File: config.mk
export PLATFORM = sky130hd
export DESIGN_NAME = gaac_alu
export DESIGN_NICKNAME = d
export VERILOG_FILES = /design/src/rtl/glyph_atlas_cache_allocator_unit_defines.svh /design/src/rtl/gaac_alu.sv
export SDC_FILE = /design/constraint.sdc
export NUM_CORES = 1
export LEC_CHECK = 0
export ABC_AREA = 1
export BUFFER_PORTS_ARGS = -buffer_cell sky130_fd_sc_hd__buf_2
export CORE_MARGIN = 2
export CORE_UTILIZATION = 48
export DETAILED_ROUTE_END_ITERATION = 12
export PLACE_DENSITY = 0.85
export SLEW_MARGIN = 20
export SYNTH_ARGS = -nofsm -noshare
export SYNTH_HDL_FRONTEND = slang
export SYNTH_SLANG_ARGS = --single-unit
File: constraint.sdc
create_clock -name vclk -period 3.2
set_clock_uncertainty 0.1 [all_clocks]
set_input_delay 0.16 -clock vclk [all_inputs]
set_output_delay 0.16 -clock vclk [all_outputs]
set_load 0.05 [all_outputs]
File: src/rtl/glyph_atlas_cache_allocator_unit_defines.svh
// ----------------------------------------------------------------------------
// Glyph atlas cache allocator - assertion macros
// Shared property wrappers, clocked on clk_i and quiet while rst_ni is low.
// ----------------------------------------------------------------------------
`ifndef GLYPH_ATLAS_CACHE_ALLOCATOR_UNIT_DEFINES_SVH
`define GLYPH_ATLAS_CACHE_ALLOCATOR_UNIT_DEFINES_SVH

// Condition holds at every edge.
`define GAAC_ASSERT_ALWAYS(lbl, cond, msg) \
  lbl: assert property (@(posedge clk_i) disable iff (!rst_ni) (cond)) else $error(msg);

// Consequent holds in the same cycle as the antecedent.
`define GAAC_ASSERT_IMP(lbl, ante, cons, msg) \
  lbl: assert property (@(posedge clk_i) disable iff (!rst_ni) (ante) |-> (cons)) \
    else $error(msg);

// Consequent holds in the cycle after the antecedent.
`define GAAC_ASSERT_NXT(lbl, ante, cons, msg) \
  lbl: assert property (@(posedge clk_i) disable iff (!rst_ni) (ante) |=> (cons)) \
    else $error(msg);

`endif

File: src/rtl/gaac_alu.sv
`timescale 1ns / 1ps
// ----------------------------------------------------------------------------
// Glyph atlas cache allocator - shared add and compare unit
// Forms a + b + carry and flags when the sum passes the given limit.
// ----------------------------------------------------------------------------
module gaac_alu #(
  parameter int unsigned CW = 13
) (
  input  logic [CW-1:0] a_i,
  input  logic [CW-1:0] b_i,
  input  logic          cin_i,
  input  logic [CW-1:0] lim_i,
  output logic [CW-1:0] sum_o,
  output logic          gt_o
);

  logic [CW:0] sum_full;

  assign sum_full = {1'b0, a_i} + {1'b0, b_i} + {{CW{1'b0}}, cin_i};
  assign sum_o    = sum_full[CW-1:0];
  assign gt_o     = sum_full > {1'b0, lim_i};

endmodule

==> impl_results.md, run 1 <==
* Status: finished, final reports clean
* Mapped Area at 993 µm²
* Tightest Pin Transition at 267 ps
* Hold path depth at 3
* Adder-cell share of the synthesized area at around 36%
* Post-route ant nets at 0
* Initial DRC Count at 19
* Max Slew Vio Count at 0
* Layout Nets at 290
* Total power at 0.000448 W
* IO Pins at 54
* Max frequency at roughly 330 MHz
* Area growth, synth to finish at 36.0%
* Worst endpoint data arrival time at 2740 ps
* Port bufs at 54
* Normalized max-slew margin at 82.1%
* GRT Util Overall at approximately 20%
* Max_cap viols at 0
* Die Height at just under 50 µm
* Residual DRC at 0
* Number of diodes at 0
* Final Hold Viols at 0
* Area post-placement at around 1300 µm²
* Cell variety after synth at 20
* Vias in the first global route at 1,037
* Cell row count at 16
* Post-Syn Nets at roughly 230
* Mapped Cells at 166
* Xor and xnor area share after synthesis at ~8.8%
* GP Congestion at 0.830
* Vias per cell at 4.76
* Tmin final at 3000 ps
* Simple-Gate Fraction of Synth Area at a little under a third
* Period utilisation layout at between 90% and 100%
* Register area share after synthesis at 0%
* Max stage delay on crit path at 400 ps
* Largest net degree at the start of global routing at 6
* WP buf/inv at 5
* First-pass GRT wire length at 4050 µm
* CP required at 2940 ps
* VDD IR-drop max at 0.173 mV
* Vias at about 1,200
* Largest family of logic cells by synthesized area: adder cells
* Grt total ovfl at 0
* Number of sequential cells at 0
* Setup TNS at 0 ps
* Pwr dens at 332 nW/µm²
* DR WL/cell at 9.74 µm
* Endpoints failing setup at 0
* Min-delay src: cin_i
* RSZ-0062 raised after global routing: no
* Die width at 49.5 µm
* 1st-pass router iterations at 4
* Post-CTS resize count at 0
* DRT Wirelength at ~2400 µm
* Flip-flop and latch area at 0 µm²
* Startpoint types: input pin
* Most common cell on crit path: nand2_1
* Detailed placement HPWL at 2260 µm
* Crit path cell chain: buf_2, fa_2, inv_2, fa_2, inv_1, nand3_1, nand2_1, nand2_1, nand2_1, nand2_1, nand2_1, xor2_4, ha_1, nand2_1, inv_1, a21oi_1, nand2_1, nand2_1, nand2_1, nand2_1, nand2_1, buf_4
* Total die area at 2450 µm²
* Cts hold-fix bufs at 0
* Setup Buffers After CTS at 0
* Critical path capture point type: primary output
* Initial antenna violation count at 0
* Slowest-stage cell, CP: fa_2
* Clock buffers at 0
* Synth Warn # at 0
* Core Region at 1960 µm²
* Compound-Gate Fraction of Synth Area at 13.0%
* Critical path class: input pin to primary output
* Worst-path fanout max at 3
* Initial Util at 50.6%
* Delay-heaviest family, CP: simple AND/OR/NAND/NOR gates
* Static Leak at 0.840 nW
* Hold Crit Class: input pin to primary output
* Layout cells sized above 1 at 29.0%
* Avg Synthesized Cell Area at 5.98 µm²
* Post-synthesis mux area share at 0%
* Hold EP: sum_o[0]
* Fin area at 1350 µm²
-- per-layer routing --
layer	up-vias	part of all wire, %	global-route usage, %
li1	647	-	-
met1	506	44	25.0
met2	28	52	40.1
met3	0	4.3	0.303
met4	0	0	0
met5	-	0	0
-- cells in the mapped netlist, types with 2 or more instances --
cell type | n | share of area, %
nor2_1 | 11 | 4.2
ha_1 | 25 | 31
nand3_1 | 10 | 5.0
nor3_1 | 4 | 2.0
o21ai_0 | 4 | 2.0
fa_1 | 2 | 4.0
xnor2_1 | 5 | 4.4
a21oi_1 | 13 | 6.5
nand2_1 | 45 | 17
xor2_1 | 5 | 4.4
inv_1 | 33 | 12
-- layout by cell type, fill, tap and decap left out --
master    synthesis  final
xor2_2            0      1
fa_2              0      2
o21ai_0           4      4
buf_2             0     53
ha_1             25     25
xnor2_2           0      1
nor2_1           11     11
a31oi_1           1      1
nand2_1          45     45
o21bai_1          1      1
nor3_2            0      1
nand4_1           1      1
a21o_2            1      1
xnor2_1           5      4
nand3_1          10     10
buf_4             0      2
a21oi_1          13     13
a21o_1            1      1
nor3_1            4      3
o21ai_2           1      1
inv_2             0      1
xor2_4            0      1
nand3b_1          1      1
inv_1            33     32
xor2_1            5      3
o21ai_1           1      1
and3_1            1      1
-- where the power goes --
group	total (W)	switching, W	internal (W)
Clock	0	0	0
Combinational	0.000448	0.000304	0.000145
Sequential	0	0	0
Total	0.000448	0.000304	0.000145
-- per-stage QoR --
| step | cells | setup WS (ps) | hold WS [ps] | util, % |
|---|---|---|---|---|
| 3_3_place_gp | 248 | 130 | 762 | 68.2 |
| 4_1_cts | 248 | 8.80 | 753 | 68.2 |
| 6_report | 248 | 201 | 772 | 68.9 |
| 3_5_place_dp | 248 | 17.2 | 754 | 68.2 |
| 5_1_grt | 248 | 37.2 | 796 | 68.9 |
| 2_1_floorplan | 166 | 9.82 | 623 | - |
-- how the worst max path moves through the flow --
stage                     startpoint  endpoint  slack, ps  cells past startpoint
after floorplan               a_i[8]      gt_o         10                     17
after global placement        a_i[0]      gt_o        130                     22
after detailed placement      a_i[0]      gt_o         20                     22
after CTS                     a_i[0]      gt_o          9                     22
after global routing          a_i[0]      gt_o         40                     22
final                         a_i[0]      gt_o        200                     22
-- cell families after synthesis --
| kind of cell | count (synthesis) |
|---|---|
| buffers and inverters | 33 |
| adders and majority gates | 27 |
| xor gates and xnor gates | 10 |
| and+or+nand+nor | 73 |
| AOI/OAI and AO/OA | 23 |
-- area by class of cell --
type	count	area (µm²)
Fill cell	188	611
Tap cell	27	33.8
Timing Repair Buffer	55	280
Multi-Input combinational cell	133	913
Inverter	33	124
(Power assumes the default switching activity.)
==> run 2: changes to the inputs <==
ABC_AREA = default   (was 1)
clock period = 3.42 ns   (was 3.2 ns; I/O delays follow)
==> run 2 against run 1 <==
Net effect: the run now ends with setup timing left; via count up 10%; cell count down 7.7%; sequential cell count unchanged; clock-buffer cell count unchanged; sequential share of layout area unchanged; final area up 8.6%.
==> impl_results.md, run 2 <==
* Status: finished with violations
* Failing checks: setup timing
* Layout cells sized above 1 at 41.1% (+12 points)
* Top post-synthesis cells by count: 25 x ha_1, 21 x inv_1, 11 x a21oi_1, 7 x nand2_1, 7 x xnor2_1
* Initial DRC Count at 42 (+23)
* Leading area contributor after synthesis: ha_1
* Startpoint types: input pin
* Largest net degree at the start of global routing at 11 (+5)
* Vias in the first global route at 1,224 (+18%)
* Total power at 0.000499 W (+11%)
* GRT Util Overall at 25.7% (+5.7 points)
* Fin area at 1470 µm² (+8.6%)
* Endpoints failing setup at 1 (+1)
* Met2 GRT Util at 49.8% (+9.7 points)
* Most used routing layer: met2
* Slowest-stage cell, CP: or4_4
* Max Slew Vio Count at 0 (unchanged)
* Core Region at 1960 µm² (unchanged)
* Non-filler cells, final at 229 (-7.7%)
* Top cells by area, synth: ha_1 31%, inv_1 7.9%, xnor2_1 6.2%
* Post-route ant nets at 0 (unchanged)
* GP Congestion at 0.852 (+2.7%)
* Max frequency at 283 MHz
* Met1 Use GR at 32.6% (+7.6 points)
* Number of sequential cells at 0 (unchanged)
* IO Pins at 54 (unchanged)
* Critical path capture point type: primary output
* Synth Warn # at 0 (unchanged)
* Number of diodes at 0 (unchanged)
* Vias at 1,299 (+10%)
* DP Cell Count at 220 (-11%)
* Delay-heaviest family, CP: compound AO/OA/AOI/OAI gates
* Hold Crit Class: input pin to primary output
* Most frequent cells in the layout: 51 x buf_2, 25 x ha_1, 20 x inv_1, 15 x buf_4, 11 x a21oi_1
* Worst-path fanout max at 3 (unchanged)
* Clock buffers at 0 (unchanged)
* GR met3 Demand/Resource at 0.303% (unchanged)
* Final worst slack at -111 ps (-312 ps)
* Area post-placement at 1370 µm² (+2.1%)
* Cell row count at 16 (unchanged)
* DR WL/cell at 14.1 µm (+45%)
* First-pass GRT wire length at 5180 µm (+28%)
* Port bufs at 54 (unchanged)
* Final Hold Viols at 0 (unchanged)
* 1st-pass router iterations at 4 (unchanged)
* WP buf/inv at 3 (-2)
* VDD IR-drop max at 0.252 mV (+46%)
* Area growth, synth to finish at 47.5%
* Die Height at 49.5 µm (about the same)
* Mapped Cells at 137 (-17%)
* Crit path cell chain: buf_6, fa_2, inv_2, fa_2, nor2b_2, o21ai_2, o221ai_2, a31oi_2, o211ai_1, ha_1, nand4_1, or4_4, o31ai_2, a21oi_1, a311o_2, buf_6
* Initial antenna violation count at 0 (unchanged)
* Max_cap viols at 0 (unchanged)
* Mapped Area at 995 µm² (+0.13%)
* Static Leak at 0.806 nW (-4.1%)
* Worst endpoint data arrival time at 3260 ps (+520 ps)
* Layout Nets at 271 (-6.6%)
* Share of the synthesized area in the top cell type at 31.4% (-0.040 points)
* Initial Util at 50.7% (+0.064 points)
* RSZ-0062 raised after global routing: yes
* Flip-flop and latch area at 0 µm² (unchanged)
* Normalized max-slew margin at 71.9% (-10 points)
* Tightest Pin Transition at 410 ps (+144 ps)
* Utilization after layout at 74.8% (+5.9 points)
* Total die area at 2450 µm² (+0.10%)
* Detailed placement HPWL at 2490 µm (+11%)
* Tmin final at approximately 3500 ps
* CP required at 3150 ps (+210 ps)
* DRT Wirelength at 3220 µm (+33%)
* Commonest non-fill, non-tap cell in the layout: buf_2
* Period utilisation layout at 103%
* Grt total ovfl at 0 (unchanged)
* Critical path class: input pin to primary output
* Register area share after synthesis at 0% (unchanged)
* Vias per cell at 5.67 (+19%)
* Max stage delay on crit path at 440 ps (+40 ps)
* Hold Slack at 767 ps (-4.96 ps)
* Cell variety after synth at 40 (+100%)
* Most frequent cell after synthesis: ha_1
* Residual DRC at 0 (unchanged)
* Post-Syn Nets at 204 (-12%)
* Avg Synthesized Cell Area at 7.26 µm² (+21%)
* Pwr dens at 340 nW/µm² (+2.5%)
* Die width at 49.5 µm (about the same)
run 2: cell count changes after synthesis, sizes merged, moves of 4 or more:
cell    delta
nand2     -38
inv       -12
nand3      -8
nor2       -6
clkbuf     +4
xor2       -4
run 2: path summary, 6_finish.rpt:
check                 start       end  slack, ps  cells after the start
worst min-delay path  cin_i  sum_o[0]        770                      3
worst max-delay path  cin_i      gt_o       -110                     16
run 2: cell families after synthesis:
family / after synthesis / share of synthesized area [%]
xor gates and xnor gates: 8 / 7.04
buffers and inverters: 25 / 9.43
AOI/OAI and AO/OA: 42 / 28.3
and+or+nand+nor: 35 / 19.7
adders and majority gates: 27 / 35.5
run 2: per-stage QoR:
step,setup TNS [ps],setup WS (ps)
finish,-111,-111
CTS,-35.9,-35.9
global route,-240,-240
floorplan,-387,-387
detailed placement,-161,-161
global placement,-40.5,-40.5
run 2: final cells by class:
cell class,instances,area [µm²]
multi-input combinational,112,950
timing repair buffer,69,405
tap,27,33.8
inverter,21,78.8
fill,163,494
run 2: repair_timing:
| action | CTS | global route |
|---|---|---|
| hold endpoints to repair | 0 | 0 |
| pin swaps | 6 | 1 |
| cloned | 0 | 0 |
| hold buffers | 0 | 0 |
| endpoints found under the setup margin | 1 | 2 |
| buffers inserted | 10 | 0 |
| resized for setup | 2 | 9 |
run 2: power by group:
| part | switching, W | internal, W | leakage (nW) |
|---|---|---|---|
| Combinational | 0.000303 | 0.000196 | 0.806 |
| Sequential | 0 | 0 | 0 |
| Clock | 0 | 0 | 0 |
| Total | 0.000303 | 0.000196 | 0.806 |
run 2: tightest hold or removal path, stage by stage:
cell and delay [ps]:
buf_6 70, fa_2 200, buf_2 260
run 2: metal layers:
layer	vias up	part of all wire, %
met1	603	41
met3	2	5.5
met5	-	0
met4	0	0.65
li1	644	-
met2	50	53
